## src/rtl/apc_pkg.sv

```systemverilog
// Package: shared constants and control/status types of the command PWM controller.
`timescale 1ns / 1ps
`default_nettype none
package apc_pkg;
  localparam logic [7:0] CH_HASH = 8'h23;
  localparam logic [7:0] CH_BANG = 8'h21;
  localparam logic [7:0] CH_ZERO = 8'h30;
  localparam logic [7:0] CH_NINE = 8'h39;
  localparam logic [7:0] CH_S    = 8'h53;
  localparam logic [7:0] CH_P    = 8'h50;
  localparam logic [7:0] CH_F    = 8'h46;
  localparam logic [7:0] CH_W    = 8'h57;
  localparam logic [7:0] CH_Z    = 8'h5A;
  localparam logic [7:0] CH_A    = 8'h41;
  localparam logic [7:0] CH_I    = 8'h49;
  localparam logic [7:0] CH_T    = 8'h54;
  localparam logic [7:0] CH_O    = 8'h4F;

  localparam logic        OP_BYTE = 1'b0;
  localparam logic        OP_TICK = 1'b1;

  localparam logic [0:0]  REG_DEF_PRESC  = 1'b0;
  localparam logic [0:0]  REG_DEF_RELOAD = 1'b1;

  localparam logic [18:0] DIV_DIVIDEND   = 19'd480000;
  localparam logic [15:0] Z_MIN          = 16'd10;
  localparam logic [15:0] Z_MAX          = 16'd50000;
  localparam logic [15:0] P_MAX          = 16'd36000;
  localparam logic [15:0] ARG_SAT        = 16'd65535;
  localparam logic [7:0]  CMP_PULSE      = 8'd100;
  localparam logic [7:0]  CMP_FULL       = 8'd100;
  localparam logic [7:0]  CMP_SERVO_MAX  = 8'd200;
  localparam logic [18:0] SERVO_PRESC    = 19'd959;
  localparam logic [15:0] SERVO_RELOAD   = 16'd999;
  localparam logic [15:0] RELOAD_RST     = 16'd99;
  localparam int          DIV_STEPS      = 19;

  typedef struct packed {
    logic capture;   // latch the incoming item
    logic exec;      // apply framing, command and tick updates
    logic div_start; // launch the prescaler division
    logic div_load;  // write the quotient into the prescaler
  } ctrl_cmd_t;

  typedef struct packed {
    logic z_cmd;     // the held item executes a Z command
    logic div_done;  // quotient ready
  } ctrl_stat_t;
endpackage
`default_nettype wire

```

## src/rtl/ascii_command_pwm_controller.sv

```systemverilog
// A result is valid in S_OUT, after the item passes S_IDLE (capture) and S_EXEC; a Z command
// also passes S_DIV for the 19-step prescaler division.
// One item in flight: no new item is taken until the result has been accepted from S_OUT.
// Reset (rst, synchronous): frame idle, settings cleared, prescaler 0, reload 99,
// default registers back to 0 and 99.
`timescale 1ns / 1ps
`default_nettype none
module ascii_command_pwm_controller #(
  parameter int FRAME_DEPTH = 16
) (
  input  wire logic        clk,
  input  wire logic        rst,
  input  wire logic        s_tvalid,
  output logic             s_tready,
  input  wire logic [31:0] s_tdata,  // rx_byte[7:0], input_level[8], rpm_value[28:9], zero
  input  wire logic        s_tuser,  // operation
  output logic             m_tvalid,
  input  wire logic        m_tready,
  output logic [71:0]      m_tdata,  // compare_value[7:0], active_low[8], prescaler[27:9],
                                     // reload[43:28], servo_mode[44], timer_restart[45],
                                     // reply_valid[46], reply_value[66:47], zero
  input  wire logic        psel,
  input  wire logic        penable,
  input  wire logic        pwrite,
  input  wire logic [2:0]  paddr,
  input  wire logic [31:0] pwdata,
  output logic [31:0]      prdata,
  output logic             pready
);
  import apc_pkg::*;

  ctrl_cmd_t   cmd;
  ctrl_stat_t  stat;
  logic [15:0] def_presc, def_reload, z_divisor;
  logic        div_done;
  logic [18:0] div_quot;
  logic [7:0]  compare_value;
  logic        active_low, servo_mode, timer_restart, reply_valid;
  logic [18:0] prescaler;
  logic [15:0] reload;
  logic [19:0] reply_value;

  assign pready = 1'b1;

  always_ff @(posedge clk) begin
    if (rst) begin
      def_presc  <= '0;
      def_reload <= RELOAD_RST;
    end else if (psel && penable && pwrite && pready) begin
      if (paddr[2] == REG_DEF_RELOAD) def_reload <= pwdata[15:0];
      else                            def_presc  <= pwdata[15:0];
    end
  end

  assign prdata = (paddr[2] == REG_DEF_PRESC) ? {16'd0, def_presc} : {16'd0, def_reload};

  apc_ctrl u_ctrl (
    .clk       (clk),
    .rst       (rst),
    .in_valid  (s_tvalid),
    .in_ready  (s_tready),
    .out_valid (m_tvalid),
    .out_ready (m_tready),
    .stat      (stat),
    .cmd       (cmd)
  );

  apc_dp #(.FRAME_DEPTH(FRAME_DEPTH)) u_dp (
    .clk           (clk),
    .rst           (rst),
    .cmd           (cmd),
    .stat          (stat),
    .in_op         (s_tuser),
    .in_byte       (s_tdata[7:0]),
    .in_level      (s_tdata[8]),
    .in_rpm        (s_tdata[28:9]),
    .def_presc     (def_presc),
    .def_reload    (def_reload),
    .z_divisor     (z_divisor),
    .div_done      (div_done),
    .div_quot      (div_quot),
    .compare_value (compare_value),
    .active_low    (active_low),
    .prescaler     (prescaler),
    .reload        (reload),
    .servo_mode    (servo_mode),
    .timer_restart (timer_restart),
    .reply_valid   (reply_valid),
    .reply_value   (reply_value)
  );

  apc_div u_div (
    .clk      (clk),
    .rst      (rst),
    .start    (cmd.div_start),
    .divisor  (z_divisor),
    .done     (div_done),
    .quotient (div_quot)
  );

  assign m_tdata = {5'd0, reply_value, reply_valid, timer_restart, servo_mode,
                    reload, prescaler, active_low, compare_value};
endmodule
`default_nettype wire

```

## src/rtl/apc_div.sv

```systemverilog
// Iterative restoring divider: fixed dividend over a 16-bit divisor, one bit per cycle.
`timescale 1ns / 1ps
`default_nettype none
module apc_div (
  input  wire logic        clk,
  input  wire logic        rst,
  input  wire logic        start,
  input  wire logic [15:0] divisor,
  output logic             done,
  output logic [18:0]      quotient
);
  import apc_pkg::*;

  logic [15:0] dvs;
  logic [18:0] dvd;
  logic [16:0] rem;
  logic [4:0]  cnt;
  logic        busy;
  logic [17:0] trial;

  assign trial = {rem, dvd[18]} ;

  always_ff @(posedge clk) begin
    if (rst) begin
      busy <= 1'b0;
      done <= 1'b0;
      cnt  <= '0;
    end else begin
      done <= 1'b0;
      if (start) begin
        busy <= 1'b1;
        cnt  <= 5'(DIV_STEPS);
      end else if (busy) begin
        cnt <= cnt - 5'd1;
        if (cnt == 5'd1) begin
          busy <= 1'b0;
          done <= 1'b1;
        end
      end
    end
  end

  always_ff @(posedge clk) begin
    if (start) begin
      dvs      <= divisor;
      dvd      <= DIV_DIVIDEND;
      rem      <= '0;
      quotient <= '0;
    end else if (busy) begin
      dvd <= {dvd[17:0], 1'b0};
      if (trial >= {2'b00, dvs}) begin
        rem      <= 17'(trial - {2'b00, dvs});
        quotient <= {quotient[17:0], 1'b1};
      end else begin
        rem      <= trial[16:0];
        quotient <= {quotient[17:0], 1'b0};
      end
    end
  end
endmodule
`default_nettype wire

```

## src/rtl/apc_ctrl.sv

```systemverilog
// Controller: sequences capture, execute, optional division and result hand-off.
`timescale 1ns / 1ps
`default_nettype none
module apc_ctrl (
  input  wire logic                clk,
  input  wire logic                rst,
  input  wire logic                in_valid,
  output logic                     in_ready,
  output logic                     out_valid,
  input  wire logic                out_ready,
  input  wire apc_pkg::ctrl_stat_t stat,
  output apc_pkg::ctrl_cmd_t       cmd
);
  import apc_pkg::*;

  typedef enum logic [3:0] {
    S_IDLE = 4'b0001,
    S_EXEC = 4'b0010,
    S_DIV  = 4'b0100,
    S_OUT  = 4'b1000
  } state_t;

  state_t state, state_next;

  assign in_ready  = (state == S_IDLE);
  assign out_valid = (state == S_OUT);

  always_comb begin
    state_next    = state;
    cmd           = '0;
    cmd.capture   = in_valid && (state == S_IDLE);
    case (state)
      S_IDLE: begin
        if (in_valid) state_next = S_EXEC;
      end
      S_EXEC: begin
        cmd.exec = 1'b1;
        if (stat.z_cmd) begin
          cmd.div_start = 1'b1;
          state_next    = S_DIV;
        end else begin
          state_next = S_OUT;
        end
      end
      S_DIV: begin
        if (stat.div_done) begin
          cmd.div_load = 1'b1;
          state_next   = S_OUT;
        end
      end
      S_OUT: begin
        if (out_ready) state_next = S_IDLE;
      end
      default: state_next = S_IDLE;
    endcase
  end

  always_ff @(posedge clk) begin
    if (rst) state <= S_IDLE;
    else     state <= state_next;
  end
endmodule
`default_nettype wire

```

## src/rtl/apc_dp.sv

```systemverilog
// Datapath: framing, argument parse, timer settings, pulse countdown and reply.
`timescale 1ns / 1ps
`default_nettype none
module apc_dp #(
  parameter int FRAME_DEPTH = 16
) (
  input  wire logic                clk,
  input  wire logic                rst,
  input  wire apc_pkg::ctrl_cmd_t  cmd,
  output apc_pkg::ctrl_stat_t      stat,
  input  wire logic                in_op,
  input  wire logic [7:0]          in_byte,
  input  wire logic                in_level,
  input  wire logic [19:0]         in_rpm,
  input  wire logic [15:0]         def_presc,
  input  wire logic [15:0]         def_reload,
  output logic [15:0]              z_divisor,
  input  wire logic                div_done,
  input  wire logic [18:0]         div_quot,
  output logic [7:0]               compare_value,
  output logic                     active_low,
  output logic [18:0]              prescaler,
  output logic [15:0]              reload,
  output logic                     servo_mode,
  output logic                     timer_restart,
  output logic                     reply_valid,
  output logic [19:0]              reply_value
);
  import apc_pkg::*;

  localparam int LEN_W = $clog2(FRAME_DEPTH + 1);

  // held item
  logic        op_q;
  logic [7:0]  byte_q;
  logic        lvl_q;
  logic [19:0] rpm_q;

  logic             in_frame, in_frame_next;
  logic [LEN_W-1:0] frame_len, frame_len_next;
  logic [7:0]       letter, letter_next;
  logic [15:0]      arg, arg_next;
  logic             arg_bad, arg_bad_next;
  logic [7:0]       cmp, cmp_next;
  logic             pol, pol_next;
  logic [18:0]      presc, presc_next;
  logic [15:0]      rld, rld_next;
  logic             servo, servo_next;
  logic             pulse_on, pulse_on_next;
  logic [21:0]      pulse_rem, pulse_rem_next;
  logic             restart_next, rvalid_next;
  logic [19:0]      rvalue_next;

  logic        exec_go, servo_exit, is_digit;
  logic [15:0] a, a_p;
  logic [19:0] acc;

  always_ff @(posedge clk) begin
    if (cmd.capture) begin
      op_q   <= in_op;
      byte_q <= in_byte;
      lvl_q  <= in_level;
      rpm_q  <= in_rpm;
    end
  end

  assign exec_go = (op_q == OP_BYTE) && (byte_q == CH_BANG) && in_frame && (frame_len != '0);
  assign a = (arg_bad || frame_len < LEN_W'(2)) ? 16'd0 : arg;
  assign servo_exit = exec_go && servo &&
                      (letter == CH_S || letter == CH_P || letter == CH_F ||
                       letter == CH_W || letter == CH_Z);
  assign is_digit = (byte_q >= CH_ZERO) && (byte_q <= CH_NINE);
  assign acc = ({4'd0, arg} << 3) + ({4'd0, arg} << 1) + {12'd0, byte_q - CH_ZERO};
  assign a_p = (a == 16'd0) ? 16'd1 : ((a > P_MAX) ? P_MAX : a);
  assign z_divisor = (a < Z_MIN) ? Z_MIN : ((a > Z_MAX) ? Z_MAX : a);

  assign stat.z_cmd    = exec_go && (letter == CH_Z);
  assign stat.div_done = div_done;

  always_comb begin
    in_frame_next  = in_frame;
    frame_len_next = frame_len;
    letter_next    = letter;
    arg_next       = arg;
    arg_bad_next   = arg_bad;
    cmp_next       = cmp;
    pol_next       = pol;
    presc_next     = presc;
    rld_next       = rld;
    servo_next     = servo;
    pulse_on_next  = pulse_on;
    pulse_rem_next = pulse_rem;
    restart_next   = timer_restart;
    rvalid_next    = reply_valid;
    rvalue_next    = reply_value;

    if (cmd.exec) begin
      restart_next = 1'b0;
      rvalid_next  = 1'b0;
      rvalue_next  = '0;
      if (op_q == OP_TICK) begin
        if (pulse_on) begin
          if (pulse_rem <= 22'd1) begin
            pulse_rem_next = '0;
            pulse_on_next  = 1'b0;
            cmp_next       = '0;
          end else begin
            pulse_rem_next = pulse_rem - 22'd1;
          end
        end
      end else begin
        if (exec_go) begin
          if (servo_exit) begin
            cmp_next     = '0;
            restart_next = 1'b1;
            presc_next   = {3'd0, def_presc};
            rld_next     = def_reload;
            pol_next     = 1'b0;
            servo_next   = 1'b0;
          end
          case (letter)
            CH_S: begin
              pol_next = 1'b0;
              cmp_next = (a != 16'd0) ? CMP_FULL : 8'd0;
            end
            CH_P: begin
              pol_next       = 1'b0;
              cmp_next       = CMP_PULSE;
              pulse_on_next  = 1'b1;
              pulse_rem_next = ({6'd0, a_p} << 6) + ({6'd0, a_p} << 5) + ({6'd0, a_p} << 2);
            end
            CH_F: begin
              pol_next = 1'b1;
              cmp_next = (a > 16'(CMP_FULL)) ? CMP_FULL : a[7:0];
            end
            CH_W: begin
              pol_next = 1'b0;
              cmp_next = (a > 16'(CMP_FULL)) ? CMP_FULL : a[7:0];
            end
            CH_A: begin
              if (!servo) begin
                restart_next = 1'b1;
                presc_next   = SERVO_PRESC;
                rld_next     = SERVO_RELOAD;
                pol_next     = 1'b1;
                servo_next   = 1'b1;
              end
              cmp_next = (a > 16'(CMP_SERVO_MAX)) ? CMP_SERVO_MAX : a[7:0];
            end
            CH_I: begin
              rvalid_next = 1'b1;
              rvalue_next = {19'd0, lvl_q};
            end
            CH_T: begin
              rvalid_next = 1'b1;
              rvalue_next = rpm_q;
            end
            CH_O: begin
              rvalid_next = 1'b1;
              rvalue_next = {12'd0, cmp};
            end
            default: ;
          endcase
        end

        // framing, in the order: close, overflow drop, store, restart
        if ((byte_q == CH_BANG) && in_frame) in_frame_next = 1'b0;
        if (frame_len >= LEN_W'(FRAME_DEPTH)) begin
          in_frame_next  = 1'b0;
          frame_len_next = '0;
        end
        if (in_frame_next) begin
          if (frame_len_next == '0) begin
            letter_next  = byte_q;
            arg_next     = '0;
            arg_bad_next = 1'b0;
          end else if (is_digit) begin
            arg_next = (acc > {4'd0, ARG_SAT}) ? ARG_SAT : acc[15:0];
          end else begin
            arg_bad_next = 1'b1;
          end
          frame_len_next = frame_len_next + LEN_W'(1);
        end
        if (byte_q == CH_HASH) begin
          frame_len_next = '0;
          in_frame_next  = 1'b1;
        end
      end
    end

    if (cmd.div_load) presc_next = div_quot - 19'd1;
  end

  always_ff @(posedge clk) begin
    if (rst) begin
      in_frame      <= 1'b0;
      frame_len     <= '0;
      letter        <= '0;
      arg           <= '0;
      arg_bad       <= 1'b0;
      cmp           <= '0;
      pol           <= 1'b0;
      presc         <= '0;
      rld           <= RELOAD_RST;
      servo         <= 1'b0;
      pulse_on      <= 1'b0;
      pulse_rem     <= '0;
      timer_restart <= 1'b0;
      reply_valid   <= 1'b0;
      reply_value   <= '0;
    end else begin
      in_frame      <= in_frame_next;
      frame_len     <= frame_len_next;
      letter        <= letter_next;
      arg           <= arg_next;
      arg_bad       <= arg_bad_next;
      cmp           <= cmp_next;
      pol           <= pol_next;
      presc         <= presc_next;
      rld           <= rld_next;
      servo         <= servo_next;
      pulse_on      <= pulse_on_next;
      pulse_rem     <= pulse_rem_next;
      timer_restart <= restart_next;
      reply_valid   <= rvalid_next;
      reply_value   <= rvalue_next;
    end
  end

  assign compare_value = cmp;
  assign active_low    = pol;
  assign prescaler     = presc;
  assign reload        = rld;
  assign servo_mode    = servo;
endmodule
`default_nettype wire

```

## config.mk

```make
export PLATFORM = sky130hd
export DESIGN_NAME = ascii_command_pwm_controller
export DESIGN_NICKNAME = d
export VERILOG_FILES = /design/src/rtl/apc_pkg.sv /design/src/rtl/ascii_command_pwm_controller.sv /design/src/rtl/apc_div.sv /design/src/rtl/apc_ctrl.sv /design/src/rtl/apc_dp.sv
export SDC_FILE = /design/constraint.sdc
export NUM_CORES = 1
export LEC_CHECK = 0
export ABC_AREA = 1
export ABC_CLOCK_PERIOD_IN_PS = 6700
export BUFFER_PORTS_ARGS = -buffer_cell sky130_fd_sc_hd__buf_4
export CAP_MARGIN = 20
export CORE_MARGIN = 3
export CORE_UTILIZATION = 55
export CTS_BUF_LIST = sky130_fd_sc_hd__clkbuf_4 sky130_fd_sc_hd__clkbuf_8 sky130_fd_sc_hd__clkbuf_16
export DETAILED_ROUTE_END_ITERATION = 12
export GPL_TIMING_DRIVEN = 0
export HOLD_SLACK_MARGIN = 0.05
export PLACE_DENSITY = 0.85
export SLEW_MARGIN = 25
export SYNTH_ARGS = -nofsm -noshare
export SYNTH_HDL_FRONTEND = slang
export SYNTH_SLANG_ARGS = --single-unit
```

## constraint.sdc

```tcl
create_clock -name clk -period 6.7 [get_ports clk]
set_input_delay 0.67 -clock clk [delete_from_list [all_inputs] [get_ports clk]]
set_output_delay 0.67 -clock clk [all_outputs]
set_load 0.03 [all_outputs]
```

Yosys cells after proc, flatten, opt, wreduce, memory -nomap -nowiden --
Index checks and enable logic that the tools add are counted.
Storage, ports and cells: input port bits 75, memories kept 0, output and inout bits 107, memory bits (read-only) 0, bits in writable memories 0, word-level logic and storage cells 207, bits in latches 0, register bits 257
Operators by class: multiply operators 0, shift-type cells 0, divide/modulo/power cells 0, bitwise operators 3, equal/unequal tests 23, magnitude comparators 12, reduce and logical (&&, ||, !) cells 45, add/subtract/negate cells 10, muxes and demuxes 83
Operators with widths (number):
- 16-bit 2-to-1 mux | 11
- 19-bit 2-to-1 mux | 7
- 22-bit 2-to-1 mux | 5
- 8-bit by 7-bit equality test with 1-bit output, second input constant | 9
- 20-bit case mux with 3 select lines | 1
- 8-bit 2-to-1 mux | 7
- 20-bit 2-to-1 mux | 2
- 5-bit 2-to-1 mux | 7
- 1-bit 2-to-1 mux | 33
- 16-bit greater-than comparator, second input constant | 2
- 8-bit case mux with 4 select lines | 1
- 22-bit by 18-bit adder with 22-bit output | 1
- 22-bit by 21-bit adder with 22-bit output | 1
- 22-bit by 1-bit less-or-equal comparator with 1-bit output, second input constant | 1
- 22-bit by 1-bit subtractor with 22-bit output, second input constant | 1
- 19-bit by 17-bit adder with 20-bit output | 1
- 20-bit by 8-bit adder with 20-bit output | 1
- 20-bit by 16-bit greater-than comparator with 1-bit output, second input constant | 1
- 19-bit by 1-bit subtractor with 19-bit output, second input constant | 1
- 18-bit by 16-bit >= comparator with 1-bit output | 1
- 17-bit 2-to-1 mux | 1
- 17-bit by 16-bit subtractor with 17-bit output | 1
- 8-bit by 6-bit equality test with 1-bit output, second input constant | 2
- 16-bit by 7-bit greater-than comparator with 1-bit output, second input constant | 1
- other kinds (36) | 77

Depth between registers and ports, before layout --
word-level depth 13, gate-level depth with buffers 27

Cells and area by module --
From an unflattened synthesis, not the netlist that was laid out.
Unflattened totals: cells, all modules 2337, area, all modules 16412.0 µm²
By module, submodules not included:
- apc_dp | sequential area each 3323.2 µm², area an instance 10598.9 µm², instances 1, cells an instance 1501
- apc_div | sequential area each 1561.5 µm², area an instance 3839.9 µm², instances 1, cells an instance 525
- ascii_command_pwm_controller | sequential area each 640.6 µm², area an instance 1711.6 µm², instances 1, cells an instance 271
- apc_ctrl | sequential area each 80.1 µm², area an instance 261.5 µm², instances 1, cells an instance 40

Least setup slack after synthesis --
Ideal clock, no wire load.
path kind flip-flop to flip-flop, start register u_dp.frame_len[1], end register u_dp.pulse_rem[14], period minus slack after synthesis 3613 ps, setup time 115 ps, data required time 6585 ps, setup slack 3087 ps, path buffers 1, data arrival time 3498 ps, stages on the path, launching flop included 24, cells stage by stage dfxtp_1 nor2_1 nand2_2 buf_4 o211ai_1 nand2_1 nor2_1 nand2_1 nand2_4 inv_4 nor2_2 inv_1 fa_1 inv_1 ha_1 fa_1 nand3_1 nand3_1 a21oi_1 o21ai_0 o21ai_0 o21ai_0 o21ai_0 inv_1
Between the ends: word-level cells in the longest chain between the ends 11
Ends and longest elaborated chain:
- from (decl) | line apc_dp.sv:40 | logic [LEN_W-1:0] frame_len, frame_len_next;
- from (signal assigned) | line apc_dp.sv:213 | frame_len <= frame_len_next;
- 5-bit by 2-bit < comparator with 1-bit output | line apc_dp.sv:68 | assign a = (arg_bad || frame_len < LEN_W'(2)) ? 16'd0 : arg;
- 1-bit logical OR | line apc_dp.sv:68
- 16-bit 2-to-1 mux | line apc_dp.sv:68
- 16-bit greater-than comparator | line apc_dp.sv:74 | assign a_p = (a == 16'd0) ? 16'd1 : ((a > P_MAX) ? P_MAX : a);
- 16-bit 2-to-1 mux (2 in a row) | line apc_dp.sv:74
- 22-bit by 21-bit adder with 22-bit output | line apc_dp.sv:130 | pulse_rem_next = ({6'd0, a_p} << 6) + ({6'd0, a_p} << 5) + ({6'd0, a_p} << 2);
- 22-bit by 18-bit adder with 22-bit output | line apc_dp.sv:130
- 22-bit 2-to-1 mux | line apc_dp.sv:121 | case (letter)
- 22-bit 2-to-1 mux | line apc_dp.sv:112 | if (exec_go) begin
- 22-bit 2-to-1 mux | line apc_dp.sv:101 | if (op_q == OP_TICK) begin
- to (signal assigned) | line apc_dp.sv:223 | pulse_rem <= pulse_rem_next;
- to (decl) | line apc_dp.sv:50 | logic [21:0] pulse_rem, pulse_rem_next;
Parallel ways exist; a longest one is shown, timed or not. The select of a mux whose other input is x is not followed. A chain may end at the register's enable or synchronous reset.

Worst setup path in the final report --
start register u_dp.frame_len[4], end register u_dp.pulse_rem[12]
Same word-level chain as after synthesis.

==> results by group <==
Floorplanning
  – Die footprint: 0.0302 mm²
  – I/O pin cnt: 182
  – Core area: 0.0273 mm²
  – Die W: 174 µm
  – Rows: 60
  – Initial core utilization: 0.567
  – Die height: 174 µm

STA
  – Layout Skew: 28.2 ps
  – Final Hold Viols: 0
  – Fmax achieved: 230 MHz
  – Slew @ Worst Pin: 963 ps
  – Final worst path period share: 0.650
  – Final total negative setup slack: 0 ps
  – Min Tclk post-route: 4360 ps
  – Hold Slack: 297 ps
  – Unrepaired setup endpoints after global routing: no
  – # setup viols final: 0
  – Headroom to the max-slew limit: 0.358
  – Count of final max-slew check failures: 0

Clock network
  – Reg clk slew, reported paths: 60 ps
  – Clock buffer depth: 3
  – CTS tree: built
  – Sink Count: 257
  – Postcts setup bufs: 0
  – Insertion delay to the later sink of the worst-skew pair: 550 ps
  – Hold-fix buffers, CTS: 0
  – Clk root buf: clkbuf_16
  – CTS Buf Count: 27
  – Post-CTS sizing: 0
  – H-tree depth: 1

Pwr
  – Leakage: 8.75 nW
  – Cell Pwr Density: 198 mW/mm²
  – Power, Total: 0.00356 W
  – Worst IR drop on VDD: 195 µV

Setup path
  – CP required: 7060 ps
  – Worst EP arrival: 4720 ps
  – Crit start category: register
  – CP max FO: 9
  – Crit. End Element: register
  – Kind of critical path: register to register

Finish
  – Synth-to-layout area growth: 16.2%
  – FILL cells: 2337
  – Share of cells above drive strength 1: 0.113
  – Final #Nets: 2573
  – Register area: 0.00561 mm²
  – Ant. Diodes: 0
  – Area of the multi-input gates: 0.00836 mm²

Global route
  – First-pass GRT wire length: 71600 µm
  – Largest net degree at the start of global routing: 28
  – GRT Total Usage: 0.281
  – Number of global-route vias before repair: 14.7k
  – Grt total ovfl: 0
  – Antenna violations before repair: 0

Synthesis
  – YS warnings: 0
  – Mapped Area: 0.0155 mm²
  – Top cells by count, synth: 501 x nand2_1, 289 x inv_1, 221 x nor2_1
  – Synth top area share: 0.272
  – Post-synthesis register bit count: 257
  – Area leader, netlist: dfxtp_1
  – Ys async rst share: 0
  – Netlist cell types: 49
  – Synth Instances: 2219
  – Top_reg_cell synth: dfxtp_1
  – Register area share after synthesis: 0.362
  – Syn avg cell area: 6.99 µm²
  – Post-synth EDFFs: 46
  – Top post-synthesis cells by area: dfxtp_1 27%, nand2_1 12%, edfxtp_1 8.9%
  – Most frequent cell after synthesis: nand2_1

Detailed routing
  – WL/cell: 15.7 µm
  – Via-to-Cell Ratio: 5.59
  – Initial drt markers: 1639
  – Final wirelength: 44000 µm
  – TritonRoute pass-1 iters: 6
  – Routed vias: 15.6k
  – Post-route DRC: 0
  – Antenna viol nets, final: 0

Outcome
  – Status: finished clean

Place
  – Routability cong.: 0.941
  – I/O Buffers: 137
  – Final HPWL DP: 33500 µm

Min path
  – Hold Crit Class: input pin to register

Flow run
  – Max_cap viols: 0
sequential cells by signal, summed over array words and instances (netlist names), 5 cells and up:
register	cells
u_dp.arg	16
u_div.dvs	16
u_dp.pulse_rem	22
u_dp.compare_value	8
u_div.dvd	11
u_div.cnt	5
u_dp.frame_len	5
u_dp.letter	8
u_dp.prescaler	19
u_div.rem	17
u_div.quotient	19
u_dp.rpm_q	20
u_dp.reply_value	20
def_reload	16
u_dp.byte_q	8
def_presc	16
u_dp.reload	16
cells in the final DEF, fill, tap and decap left out, drive strengths merged, types with 6 or more instances in the layout:
master  netlist  final
nor2        234    234
nand3       159    159
nor4          7      7
inv         296    298
nand2       512    512
nand3b       11     11
o21a          6      6
xor2         24     24
o21ai       179    179
buf          44    183
clkinv        4      8
nor3         34     34
a21oi       203    203
o211ai       17     17
clkbuf       51     91
xnor2        21     21
edfxtp       46     46
nand4        37     37
dfxtp       211    211
conb          2     22
a21o          9      9
ha           71     71
fa           20     20
cell type report:
| cell class | count | area share |
|---|---|---|
| Timing Repair Buffer | 139 | 0.0594 |
| Inverter | 300 | 0.0626 |
| Clock inverter | 8 | 0.00403 |
| Tap cell | 372 | 0.0258 |
| Multi-Input combinational cell | 1587 | 0.464 |
| Clock buffer | 40 | 0.0456 |
| Sequential cell | 257 | 0.311 |
| Buffer | 95 | 0.0272 |
critical path: stages, from the launching register on:
cell and delay (ps):
dfxtp_1 470, nor2_2 80, nand2_2 130, nand3_1 210, nor2_1 260, nand3_1 110
nor2_1 100, nand2_1 100, nand2_4 140, inv_4 70, nor2_2 150, inv_1 80
fa_1 500, inv_1 50, ha_1 210, fa_1 410, nand3_1 110, nand3_1 140
a21oi_1 190, inv_1 80, o21ai_0 260, o21ai_0 160, nand2_1 100, a21oi_1 70
metrics by stage:
stage,instances,util,instance area (µm²),setup slack (ps)
final,2798,0.659,18000,2340
after detailed placement,2750,0.627,17100,2440
after floorplan,2239,-,15600,3090
after CTS,2798,0.659,18000,2410
after global routing,2798,0.659,18000,2010
after global placement,2748,0.625,17100,2520
final timing paths:
path / from / endpoint / slack (ps) / cells after the start
setup / recovery: u_dp.frame_len[4]$_SDFFE_PP0P_ / u_dp.pulse_rem[12]$_SDFFE_PP0P_ / 2340 / 23
hold / removal: s_tdata[10] / u_dp.rpm_q[1]$_DFFE_PP_ / 300 / 1
setup reg to reg: u_dp.frame_len[4]$_SDFFE_PP0P_ / u_dp.pulse_rem[12]$_SDFFE_PP0P_ / 2340 / 23
hold reg to reg: u_dp.letter[7]$_SDFFE_PP0P_ / u_dp.letter[7]$_SDFFE_PP0P_ / 460 / 2
routing by layer:
metal  up-vias  part of all wire  GRT usage
li1       7581                 -          -
met1      7230              0.43      0.377
met4         0             0.032     0.0905
met5         -                 0          0
met2       702              0.46      0.463
met3       121             0.078     0.0466
power breakdown:
part	leakage [nW]	switching [W]	internal, W
Combinational	6.15	0.000238	0.000134
Sequential	2.14	0.0000452	0.00164
Clock	0.452	0.000619	0.000887
Total	8.75	0.000903	0.00266
kinds of logic (layout without fill, tap and decap cells):
| logic type | after synthesis | count (layout) | synth area share |
|---|---|---|---|
| fa+ha+maj | 91 | 91 | 0.0831 |
| buf+inv | 395 | 582 | 0.104 |
| other cells | 2 | 22 | 0.000484 |
| simple gates | 995 | 995 | 0.275 |
| compound gates | 434 | 434 | 0.150 |
| xor+xnor | 45 | 45 | 0.0254 |
| flops | 257 | 257 | 0.362 |
(Power assumes the default switching activity.)
